[src/nmv_pkg.sv]
// Package for the nested tag markup validator.
// Holds character codes, default sizes, the CDATA opener table and the
// stack command/status structs. No dependencies.
`default_nettype none

package nmv_pkg;

    localparam int NMV_NAME_MAX    = 9;
    localparam int NMV_STACK_DEPTH = 64;

    localparam logic [7:0] CH_LT     = 8'h3C;
    localparam logic [7:0] CH_GT     = 8'h3E;
    localparam logic [7:0] CH_SLASH  = 8'h2F;
    localparam logic [7:0] CH_BANG   = 8'h21;
    localparam logic [7:0] CH_RBRACK = 8'h5D;
    localparam logic [7:0] CH_A      = 8'h41;
    localparam logic [7:0] CH_Z      = 8'h5A;

    localparam logic [2:0] CDATA_LEN = 3'd7;

    typedef struct packed {
        logic push;
        logic pop;
        logic clear;
    } stk_cmd_t;

    typedef struct packed {
        logic empty;
        logic single;
        logic full;
    } stk_stat_t;

    // "[CDATA[" one character per index
    function automatic logic [7:0] cdata_char(input logic [2:0] idx);
        logic [7:0] ch;
        case (idx)
            3'd0:    ch = 8'h5B;
            3'd1:    ch = 8'h43;
            3'd2:    ch = 8'h44;
            3'd3:    ch = 8'h41;
            3'd4:    ch = 8'h54;
            3'd5:    ch = 8'h41;
            3'd6:    ch = 8'h5B;
            default: ch = 8'h00;
        endcase
        return ch;
    endfunction

endpackage

`default_nettype wire

[src/nmv_tag_stack.sv]
// Tag name stack: top entry in a register, the rest in a synchronous RAM.
// Uses nmv_pkg for command and status structs.
`default_nettype none

module nmv_tag_stack
    import nmv_pkg::*;
#(
    parameter int ENTRY_W     = 49,
    parameter int STACK_DEPTH = NMV_STACK_DEPTH
)
(
    input  wire logic               clk,
    input  wire logic               rst_n,
    input  wire stk_cmd_t           cmd,
    input  wire logic [ENTRY_W-1:0] push_entry,
    output      stk_stat_t          stat,
    output      logic [ENTRY_W-1:0] top
);

    localparam int AW = $clog2(STACK_DEPTH);
    localparam int CW = $clog2(STACK_DEPTH + 1);

    logic [ENTRY_W-1:0] mem [STACK_DEPTH];

    logic [CW-1:0]      count_reg;
    logic [CW-1:0]      count_next;
    logic [ENTRY_W-1:0] top_reg;
    logic [ENTRY_W-1:0] rd_data_reg;
    logic               load_pend_reg;
    logic               load_pend_next;
    logic [CW-1:0]      wr_cnt;
    logic [CW-1:0]      rd_cnt;
    logic               do_push;
    logic               do_pop;
    logic               do_write;
    logic               do_read;

    assign do_push  = cmd.push && !cmd.clear;
    assign do_pop   = cmd.pop && !cmd.clear;
    assign wr_cnt   = count_reg - CW'(1);
    assign rd_cnt   = count_reg - CW'(2);
    assign do_write = do_push && (count_reg != '0);
    assign do_read  = do_pop && (count_reg > CW'(1));

    always_comb
    begin
        count_next     = count_reg;
        load_pend_next = do_read;
        if (cmd.clear)
        begin
            count_next = '0;
        end
        else if (do_push)
        begin
            count_next = count_reg + CW'(1);
        end
        else if (do_pop)
        begin
            count_next = count_reg - CW'(1);
        end
    end

    always_ff @(posedge clk or negedge rst_n)
    begin
        if (!rst_n)
        begin
            count_reg     <= '0;
            load_pend_reg <= 1'b0;
        end
        else
        begin
            count_reg     <= count_next;
            load_pend_reg <= load_pend_next;
        end
    end

    always_ff @(posedge clk)
    begin
        if (do_write)
        begin
            mem[wr_cnt[AW-1:0]] <= top_reg;
        end
        if (do_read)
        begin
            rd_data_reg <= mem[rd_cnt[AW-1:0]];
        end
    end

    // after a pop, the new top is read from RAM into rd_data_reg, then copied into top_reg
    always_ff @(posedge clk)
    begin
        if (do_push)
        begin
            top_reg <= push_entry;
        end
        else if (load_pend_reg)
        begin
            top_reg <= rd_data_reg;
        end
    end

    assign top         = top_reg;
    assign stat.empty  = (count_reg == '0);
    assign stat.single = (count_reg == CW'(1));
    assign stat.full   = (count_reg == CW'(STACK_DEPTH));

    a_no_push_full: assert property (@(posedge clk) disable iff (!rst_n)
        do_push |-> !stat.full)
        else $error("push on full tag stack");

    a_no_pop_empty: assert property (@(posedge clk) disable iff (!rst_n)
        do_pop |-> !stat.empty)
        else $error("pop on empty tag stack");

    a_load_vs_push: assert property (@(posedge clk) disable iff (!rst_n)
        load_pend_reg |-> !do_push)
        else $error("push collides with top reload");

    a_count_bound: assert property (@(posedge clk) disable iff (!rst_n)
        count_reg <= CW'(STACK_DEPTH))
        else $error("tag stack count out of range");

endmodule

`default_nettype wire

[src/nmv_parser.sv]
// Markup parser state machine: phase, tag name buffer, CDATA matching.
// Uses nmv_pkg; drives the tag stack commands and the per-request verdict.
`default_nettype none

module nmv_parser
    import nmv_pkg::*;
#(
    parameter int NAME_MAX = NMV_NAME_MAX,
    parameter int NB_W     = NAME_MAX * 5,
    parameter int LEN_W    = $clog2(NAME_MAX + 1),
    parameter int ENTRY_W  = NB_W + LEN_W
)
(
    input  wire logic               clk,
    input  wire logic               rst_n,
    input  wire logic               take,
    input  wire logic [7:0]         symbol,
    input  wire logic               final_symbol,
    input  wire stk_stat_t          stat,
    input  wire logic [ENTRY_W-1:0] top,
    output      stk_cmd_t           cmd,
    output      logic [ENTRY_W-1:0] push_entry,
    output      logic               verdict
);

    localparam logic [3:0] PH_FIRST      = 4'd0;
    localparam logic [3:0] PH_CONTENT    = 4'd1;
    localparam logic [3:0] PH_AFTER_LT   = 4'd2;
    localparam logic [3:0] PH_START_NAME = 4'd3;
    localparam logic [3:0] PH_END_NAME   = 4'd4;
    localparam logic [3:0] PH_CDATA_OPEN = 4'd5;
    localparam logic [3:0] PH_CDATA_BODY = 4'd6;
    localparam logic [3:0] PH_DONE       = 4'd7;
    localparam logic [3:0] PH_ERROR      = 4'd8;

    logic [3:0]       phase_reg;
    logic [3:0]       phase_next;
    logic [NB_W-1:0]  nbuf_reg;
    logic [NB_W-1:0]  nbuf_next;
    logic [LEN_W-1:0] nlen_reg;
    logic [LEN_W-1:0] nlen_next;
    logic             root_reg;
    logic             root_next;
    logic [2:0]       cmatch_reg;
    logic [2:0]       cmatch_next;
    logic [1:0]       brun_reg;
    logic [1:0]       brun_next;

    logic             is_letter;
    logic [4:0]       letter;
    logic             closing;
    logic             name_full;
    logic [ENTRY_W-1:0] cur_entry;

    assign is_letter  = (symbol >= CH_A) && (symbol <= CH_Z);
    assign letter     = 5'(symbol - CH_A);
    assign closing    = (phase_reg == PH_END_NAME);
    assign name_full  = (nlen_reg >= LEN_W'(NAME_MAX));
    assign cur_entry  = {nbuf_reg, nlen_reg};
    assign push_entry = cur_entry;

    always_comb
    begin
        phase_next  = phase_reg;
        nbuf_next   = nbuf_reg;
        nlen_next   = nlen_reg;
        root_next   = root_reg;
        cmatch_next = cmatch_reg;
        brun_next   = brun_reg;
        cmd         = '0;
        if (take)
        begin
            unique case (phase_reg) inside
                PH_FIRST:
                begin
                    phase_next = (symbol == CH_LT) ? PH_AFTER_LT : PH_ERROR;
                end
                PH_CONTENT:
                begin
                    if (symbol == CH_LT)
                    begin
                        phase_next = PH_AFTER_LT;
                    end
                end
                PH_AFTER_LT:
                begin
                    nbuf_next = '0;
                    nlen_next = '0;
                    if (symbol == CH_SLASH)
                    begin
                        phase_next = PH_END_NAME;
                    end
                    else if (symbol == CH_BANG && !stat.empty)
                    begin
                        cmatch_next = '0;
                        phase_next  = PH_CDATA_OPEN;
                    end
                    else if (is_letter)
                    begin
                        nbuf_next  = NB_W'(letter);
                        nlen_next  = LEN_W'(1);
                        phase_next = PH_START_NAME;
                    end
                    else
                    begin
                        phase_next = PH_ERROR;
                    end
                end
                PH_START_NAME, PH_END_NAME:
                begin
                    if (symbol == CH_GT)
                    begin
                        if (nlen_reg == '0)
                        begin
                            phase_next = PH_ERROR;
                        end
                        else if (closing)
                        begin
                            if (stat.empty || top != cur_entry)
                            begin
                                phase_next = PH_ERROR;
                            end
                            else
                            begin
                                cmd.pop    = 1'b1;
                                phase_next = stat.single ? PH_DONE : PH_CONTENT;
                            end
                        end
                        else if (stat.full)
                        begin
                            phase_next = PH_ERROR;
                        end
                        else
                        begin
                            cmd.push   = 1'b1;
                            root_next  = 1'b1;
                            phase_next = PH_CONTENT;
                        end
                    end
                    else if (is_letter && !name_full)
                    begin
                        nbuf_next = (nbuf_reg << 5) | NB_W'(letter);
                        nlen_next = nlen_reg + LEN_W'(1);
                    end
                    else
                    begin
                        phase_next = PH_ERROR;
                    end
                end
                PH_CDATA_OPEN:
                begin
                    if (cmatch_reg >= CDATA_LEN || symbol != cdata_char(cmatch_reg))
                    begin
                        phase_next = PH_ERROR;
                    end
                    else
                    begin
                        cmatch_next = cmatch_reg + 3'd1;
                        if (cmatch_next == CDATA_LEN)
                        begin
                            brun_next  = '0;
                            phase_next = PH_CDATA_BODY;
                        end
                    end
                end
                PH_CDATA_BODY:
                begin
                    if (symbol == CH_RBRACK)
                    begin
                        if (brun_reg < 2'd2)
                        begin
                            brun_next = brun_reg + 2'd1;
                        end
                    end
                    else if (symbol == CH_GT && brun_reg == 2'd2)
                    begin
                        brun_next  = '0;
                        phase_next = PH_CONTENT;
                    end
                    else
                    begin
                        brun_next = '0;
                    end
                end
                default:
                begin
                    phase_next = PH_ERROR;
                end
            endcase
        end
        cmd.clear = take && final_symbol;
    end

    assign verdict = (phase_next == PH_DONE) && root_next && (symbol == CH_GT);

    always_ff @(posedge clk or negedge rst_n)
    begin
        if (!rst_n)
        begin
            phase_reg  <= PH_FIRST;
            nbuf_reg   <= '0;
            nlen_reg   <= '0;
            root_reg   <= 1'b0;
            cmatch_reg <= '0;
            brun_reg   <= '0;
        end
        else if (take && final_symbol)
        begin
            phase_reg  <= PH_FIRST;
            nbuf_reg   <= '0;
            nlen_reg   <= '0;
            root_reg   <= 1'b0;
            cmatch_reg <= '0;
            brun_reg   <= '0;
        end
        else
        begin
            phase_reg  <= phase_next;
            nbuf_reg   <= nbuf_next;
            nlen_reg   <= nlen_next;
            root_reg   <= root_next;
            cmatch_reg <= cmatch_next;
            brun_reg   <= brun_next;
        end
    end

endmodule

`default_nettype wire

[src/nmv_verdict_q.sv]
// Two-entry verdict queue between the parser and the result channel.
// No package dependency.
`default_nettype none

module nmv_verdict_q
(
    input  wire logic clk,
    input  wire logic rst_n,
    input  wire logic push,
    input  wire logic push_data,
    input  wire logic pop,
    output      logic valid,
    output      logic full,
    output      logic data
);

    logic [1:0] cnt_reg;
    logic [1:0] cnt_next;
    logic       d0_reg;
    logic       d1_reg;

    always_comb
    begin
        cnt_next = cnt_reg;
        if (push && !pop)
        begin
            cnt_next = cnt_reg + 2'd1;
        end
        else if (pop && !push)
        begin
            cnt_next = cnt_reg - 2'd1;
        end
    end

    always_ff @(posedge clk or negedge rst_n)
    begin
        if (!rst_n)
        begin
            cnt_reg <= '0;
        end
        else
        begin
            cnt_reg <= cnt_next;
        end
    end

    always_ff @(posedge clk)
    begin
        if (pop)
        begin
            d0_reg <= (push && cnt_reg == 2'd1) ? push_data : d1_reg;
            if (push)
            begin
                d1_reg <= push_data;
            end
        end
        else if (push)
        begin
            if (cnt_reg == 2'd0)
            begin
                d0_reg <= push_data;
            end
            else
            begin
                d1_reg <= push_data;
            end
        end
    end

    assign valid = (cnt_reg != 2'd0);
    assign full  = (cnt_reg == 2'd2);
    assign data  = d0_reg && (cnt_reg != 2'd0);

endmodule

`default_nettype wire

[src/nested_tag_markup_validator.sv]
// Nested tag markup validator, top level.
// Uses nmv_pkg, nmv_parser, nmv_tag_stack and nmv_verdict_q.
//
// Usage:
//   Symbol channel (symbol_valid / symbol_stall, symbol, final_symbol) takes one
//   byte of markup text per request. final_symbol marks the last byte of a text.
//   Verdict channel (verdict_valid / verdict_stall, text_valid) gives one
//   request per text: 1 when the text is one well formed root element.
//   Throughput: one byte per cycle while symbol_stall is low. Each byte updates
//   the parse phase, and a push loads the cached stack top directly; the tag
//   stack RAM is read on a pop into a data register, which then refills the
//   top register before any later byte can need it.
//   The verdict is written into the queue when the final byte is taken.
//   Verdicts pass through a two-entry queue. symbol_stall rises only when two
//   verdicts are waiting behind a stalled receiver; bytes keep flowing while
//   a single verdict waits.
//   Reset (rst_n low, asynchronous) empties the stack and queue and expects
//   the first byte of a new text. After each final byte all parse state
//   returns to its reset values.
`default_nettype none

module nested_tag_markup_validator
    import nmv_pkg::*;
#(
    parameter int NAME_MAX    = NMV_NAME_MAX,
    parameter int STACK_DEPTH = NMV_STACK_DEPTH
)
(
    input  wire logic       clk,
    input  wire logic       rst_n,
    input  wire logic       symbol_valid,
    output      logic       symbol_stall,
    input  wire logic [7:0] symbol,
    input  wire logic       final_symbol,
    output      logic       verdict_valid,
    input  wire logic       verdict_stall,
    output      logic       text_valid
);

    localparam int NB_W    = NAME_MAX * 5;
    localparam int LEN_W   = $clog2(NAME_MAX + 1);
    localparam int ENTRY_W = NB_W + LEN_W;

    stk_cmd_t           cmd;
    stk_stat_t          stat;
    logic [ENTRY_W-1:0] top;
    logic [ENTRY_W-1:0] push_entry;
    logic               take;
    logic               verdict;
    logic               q_full;

    assign take         = symbol_valid && !symbol_stall;
    assign symbol_stall = q_full;

    nmv_parser #(
        .NAME_MAX (NAME_MAX),
        .NB_W     (NB_W),
        .LEN_W    (LEN_W),
        .ENTRY_W  (ENTRY_W)
    ) u_parser (
        .clk          (clk),
        .rst_n        (rst_n),
        .take         (take),
        .symbol       (symbol),
        .final_symbol (final_symbol),
        .stat         (stat),
        .top          (top),
        .cmd          (cmd),
        .push_entry   (push_entry),
        .verdict      (verdict)
    );

    nmv_tag_stack #(
        .ENTRY_W     (ENTRY_W),
        .STACK_DEPTH (STACK_DEPTH)
    ) u_stack (
        .clk        (clk),
        .rst_n      (rst_n),
        .cmd        (cmd),
        .push_entry (push_entry),
        .stat       (stat),
        .top        (top)
    );

    nmv_verdict_q u_vq (
        .clk       (clk),
        .rst_n     (rst_n),
        .push      (take && final_symbol),
        .push_data (verdict),
        .pop       (verdict_valid && !verdict_stall),
        .valid     (verdict_valid),
        .full      (q_full),
        .data      (text_valid)
    );

endmodule

`default_nettype wire
[config.mk]
export PLATFORM = sky130hd
export DESIGN_NAME = nested_tag_markup_validator
export DESIGN_NICKNAME = d
export VERILOG_FILES = /design/src/nmv_pkg.sv /design/src/nmv_tag_stack.sv /design/src/nmv_parser.sv /design/src/nmv_verdict_q.sv /design/src/nested_tag_markup_validator.sv
export SDC_FILE = /design/constraint.sdc
export NUM_CORES = 2
export LEC_CHECK = 0
export BUFFER_PORTS_ARGS = -buffer_cell sky130_fd_sc_hd__clkbuf_2
export CORE_ASPECT_RATIO = 0.75
export CORE_MARGIN = 2
export CORE_UTILIZATION = 40
export CTS_BUF_LIST = sky130_fd_sc_hd__clkbuf_4 sky130_fd_sc_hd__clkbuf_8
export CTS_CLUSTER_SIZE = 12
export DETAILED_ROUTE_END_ITERATION = 7
export REMOVE_ABC_BUFFERS = 1
export SETUP_SLACK_MARGIN = 0.05
export SLEW_MARGIN = 20
export SYNTH_ARGS = -nofsm -noshare
export SYNTH_HDL_FRONTEND = slang
export SYNTH_HIERARCHICAL = 1
export SYNTH_SLANG_ARGS = --single-unit
[constraint.sdc]
create_clock -name clk -period 9.41 [get_ports clk]
set_input_delay 0.4705 -clock clk [delete_from_list [all_inputs] [get_ports clk]]
set_output_delay 0.4705 -clock clk [all_outputs]
set_load 0.03 [all_outputs]
# ---- After elaboration in Yosys (flattened, before gate mapping)
# Memories as Yosys holds them, arrays and structs flattened. A register that Yosys moved wholly into a read port is not among the register bits.
# Cells that the tools add are included.
# W data, S select, Z words.
dict set report totals {
  mem_count 1
  word_cells 195
  inputBits 13
  register_bits 120
  ram_bits 3136
}
dict set report op_classes {
  n_eq_ne 34
  order_cmp 6
  n_reduce_logical 49
  n_mux 83
  n_bitwise 1
  n_addsub 9
}
# name words word_bits read_ports rd_clocked_by_memory_dff wr line_no
set mem_list {}
lappend mem_list {u_stack.mem 64 49 1 1 1 nmv_tag_stack.sv:23} ;# logic [ENTRY_W-1:0] mem [STACK_DEPTH];
# op n
set op_table {}
lappend op_table {{$mux W45} 5}
lappend op_table {{$mux W49} 2}
lappend op_table {{$pmux W45 S2} 1}
lappend op_table {{$mux W4} 21}
lappend op_table {{$ne A49 B49 Y1} 1}
lappend op_table {{$or A45 B5 Y45} 1}
lappend op_table {{$pmux W7 S5} 1}
lappend op_table {{$eq A8 B6 Y1 const B} 4}
lappend op_table {{$mux W1} 24}
lappend op_table {{$mux W2} 12}
lappend op_table {{$pmux W4 S6} 1}
lappend op_table {{$mux W7} 3}
lappend op_table {{$mux W3} 6}
lappend op_table {{$logic_and A1 B1 Y1} 17}
lappend op_table {{$eq A4 B3 Y1 const B} 4}
lappend op_table {{$mux W8} 2}
lappend op_table {{$ne A3 B2 Y1 const B} 5}
lappend op_table {{$eq A3 B3 Y1 const B} 4}
lappend op_table {{$reduce_bool A2 Y1} 6}
lappend op_table {{$reduce_bool A3 Y1} 4}
lappend op_table {{$mux W5} 2}
lappend op_table {{$reduce_and A5 Y1} 2}
lappend op_table {{$eq A4 B2 Y1 const B} 2}
lappend op_table {{$eq A8 B7 Y1 const B} 1}
lappend op_table {{other kinds (38)} 51}

# ---- Logic depth before layout (Yosys ltp)
dict set report logic_depth {
  depth_word 16
  ltp_mapped 20
  mapped_depth_nobuf 14
}

# ---- Hierarchy
# The synthesis kept the hierarchy.
# module area_per_inst_um2 cells_per_inst n_inst
set modules_own_cells {}
lappend modules_own_cells {nmv_tag_stack 123795.0 5485 1}
lappend modules_own_cells {nmv_parser 3689.8 381 1}
lappend modules_own_cells {nmv_verdict_q 276.5 24 1}
lappend modules_own_cells {nested_tag_markup_validator 21.3 3 1}

# ---- Least setup slack after synthesis
# No wires, ideal clock.
dict set report synth_timing {
  path_type {register to register}
  start {register u_stack.count_reg[1]}
  end {register u_stack.load_pend_reg}
  path_slack_ns 0.792
  setup_time_ns 0.607
  t_arrival_ns 8.011
  path_buffers 4
  path_stages_with_launch 16
  path_cell_list {dfrtp_1 -> buf_2 -> buf_4 -> clkinv_1 -> clkbuf_1 -> buf_1 -> ha_1 -> nand2_1 -> nor2_1 -> a21o_1 -> or4_4 -> nor4_1 -> nand2_1 -> nor3_1 -> inv_1 -> nor4_1}
}
# item line_no
set synth_lines {}
lappend synth_lines {{start, declared} nmv_tag_stack.sv:25} ;# logic [CW-1:0] count_reg;
lappend synth_lines {{start signal, assigned} nmv_tag_stack.sv:72} ;# count_reg <= count_next;
lappend synth_lines {{end signal, assigned} nmv_tag_stack.sv:73} ;# load_pend_reg <= load_pend_next;
lappend synth_lines {{end, declared} nmv_tag_stack.sv:29} ;# logic load_pend_reg;

==> results.json <==
{
  "final_common_cell": "edfxtp_1",
  "drt-met1-wl_um": 144000,
  "rr_endpoint": "u_stack/mem[39][40]",
  "grt_pass1_wl_um": 484000,
  "critPathLaunch": "u_stack/count_reg[1]",
  "dieArea_sq_um": 324000,
  "crit_type": "reg -> reg",
  "wl_um": 345000,
  "coreArea_sq_um": 318000,
  "crit_path_start_kind": "register",
  "htreeDepth": 5,
  "synth-edff-count": 3236,
  "synth.ff_latch_count": 3305,
  "grt_pass1_vias": 62417,
  "track_usage": 0.210,
  "crit_fanout": 54,
  "port_buffers": 15,
  "slew_headroom": 0.188,
  "cts_root_buf": "clkbuf_8",
  "postCtsSetupRepairBufs": 0,
  "start_util": 0.402,
  "clock_sinks": 3305,
  "synth_top_family_by_area": "multiplexers",
  "dp_hpwl_um": 195000,
  "vias": 63893,
  "drv_slew": 0,
  "drtIter0Drc": 10126,
  "nets": 6333,
  "viasPerCell": 5.85,
  "fmax_ghz": 0.143,
  "synth_mux_area_frac": 0.159,
  "area_growth_pct": 12.1,
  "synthSimpleGateAreaFrac": 0.0294,
  "r2r_cells": 13,
  "hold_viol": 0,
  "finClkSkew_ns": 0.0807,
  "synth_xor_area_frac": 0.00451,
  "crit_required_ns": 10.07,
  "p_total_w": 0.0271,
  "netlist-cell-type-count": 82,
  "synthArstFlopShare": 0.0209,
  "antenna_found_initial": 36,
  "end_kind": "register",
  "rsz0062_at_grt": "no",
  "first_pass_iters": 6,
  "grt_max_degree": 131,
  "row_count": 179,
  "max_cap_viol_count": 0,
  "cts_tree": "done",
  "finalCritPeriodShare": 0.741,
  "setup_violations": 0,
  "period_needed_ns": 6.98,
  "hp-class": "in -> async",
  "wl_met2_um": 151000,
  "fin_tns_setup_ns": 0,
  "ys.warnings.count": 6,
  "reg2reg_from": "u_stack/count_reg[1]",
  "p_per_area_nw_per_um2": 189,
  "r2r_setup_slack_ns": 2.43,
  "routabilityCongestion": 0.902,
  "die-height_um": 493,
  "power.static_leakage_nw": 44.4,
  "worstPathArrival_ns": 7.63,
  "die_w_um": 657,
  "drive_above_1_share": 0.285,
  "status": "completed",
  "synthAdderAreaFrac": 0.00284,
  "layout_common_cells": "3236 x edfxtp_1, 841 x mux4_2, 480 x clkbuf_8",
  "grt_overflow": 0,
  "postSynthAreaPerCell_sq_um": 21.7,
  "synth_compound_area_frac": 0.0167,
  "tightestPinTransition_ns": 1.22,
  "yosysSeqAreaShare": 0.774,
  "clkSlewWorstSetupHoldPaths_ns": 0.07,
  "synthCells": 5893,
  "vdd_drop_max_v": 0.000123,
  "synth_area_sq_um": 128000,
  "clock_latency_ns": 1.04,
  "antenna_left": 0,
  "drc": 0,
  "clockBufferDepth": 4,
  "wl_per_cell_um": 31.6,
  "ys.flop_type": "edfxtp_1",
  "ios": 16,
  "largest_register_ffs": 3136,
  "cts_buffers": 469,
  "routed-wl-met3_um": 43300,
  "top_layer": "met5"
}
## synthesized netlist by cell type (13+ instances only)
library cell  count  area (sq um)
buf_2           106           531
clkbuf_1        105           394
xor2_1           34           298
xnor2_1          30           263
nor2_1          234           878
inv_1            26          97.6
mux2i_1         139          1390
o21ai_0          28           140
ha_1             29           363
nand2_1         405          1520
nor3_1           33           165
mux4_2          841         18900
nand4_1          50           313
a21oi_1          28           140
buf_4            56           420
buf_1            37           139
a32o_1           15           150
o22ai_1          91           569
edfxtp_1       3236         97200
nor2b_1          13          81.3
a22o_1           40           350
dfrtp_1          69          1730
nand3_1          70           350
a31oi_1          46           288
## layer usage
| metal | track usage | vias to the layer above |
|---|---|---|
| li1 | - | 25406 |
| met5 | 0 | - |
| met4 | 0.0481 | 10 |
| met1 | 0.320 | 34320 |
| met3 | 0.0547 | 472 |
| met2 | 0.302 | 3685 |
## repair_timing
item / in CTS / in global routing
hold endpoints to repair: 84 / 0
hold buffers: 13 / 0
resized for setup: 0 / 0
## logic make-up (layout without fill, tap and decap cells)
kind of cell	after synthesis	count (layout)
AND/OR/NAND/NOR	866	866
flip-flops	3305	3305
other	0	6
buffers and inverters	340	1113
AO/OA/AOI/OAI	304	304
multiplexers	984	984
XOR/XNOR	65	65
adder cells (fa/ha/maj)	29	29
## worst max-delay path, cell delays in order (launching register included)
cell	delay, ns
dfrtp_4	0.88
clkinv_2	0.64
ha_1	0.45
nand2_1	0.11
nor2_1	0.05
or3_1	0.40
nor3_1	0.17
buf_4	0.23
nand2b_2	0.07
buf_4	0.31
a311oi_1	0.65
nand2_1	0.87
nor2_4	1.12
buf_4	0.57
## where the power goes
group | switching, W | total [W] | internal [W]
registers | 0.0000184 | 0.0159 | 0.0159
logic | 0.000107 | 0.000164 | 0.0000570
clock network | 0.00539 | 0.0110 | 0.00557
## stage by stage
step	utilization	hold slack [ns]	std cells	setup slack, ns	area (sq um)
after floorplan	-	0.175	5583	-33.49	126000
after global placement	0.421	0.292	10048	2.49	134000
after detailed placement	0.422	0.294	10058	2.63	134000
after CTS	0.451	0.214	10917	2.59	143000
after global routing	0.451	0.273	10920	2.29	143000
final	0.451	0.246	10925	2.43	143000
## worst max path at each step
stage	to	slack [ns]	cells past startpoint
6_report	u_stack/mem[39][40]	2.43	13
5_1_grt	u_stack/mem[29][5]	2.29	14
4_1_cts	u_stack/mem[39][33]	2.59	13
3_5_place_dp	u_stack/mem[29][11]	2.63	14
3_3_place_gp	u_stack/mem[39][35]	2.49	13
2_1_floorplan	u_stack/load_pend_reg	-33.49	11
## final cells by class
class | count | area [sq um]
clock buffers | 645 | 7850
repair buffers | 237 | 2050
fillers | 26677 | 174000
flip-flops and latches | 3305 | 98900
multi-input cells | 2248 | 27900
well taps | 4253 | 5320
inverters | 30 | 115
clock inverters | 201 | 1070
diodes | 6 | 15.0
Note: power is estimated with default switching activity, not from simulation.
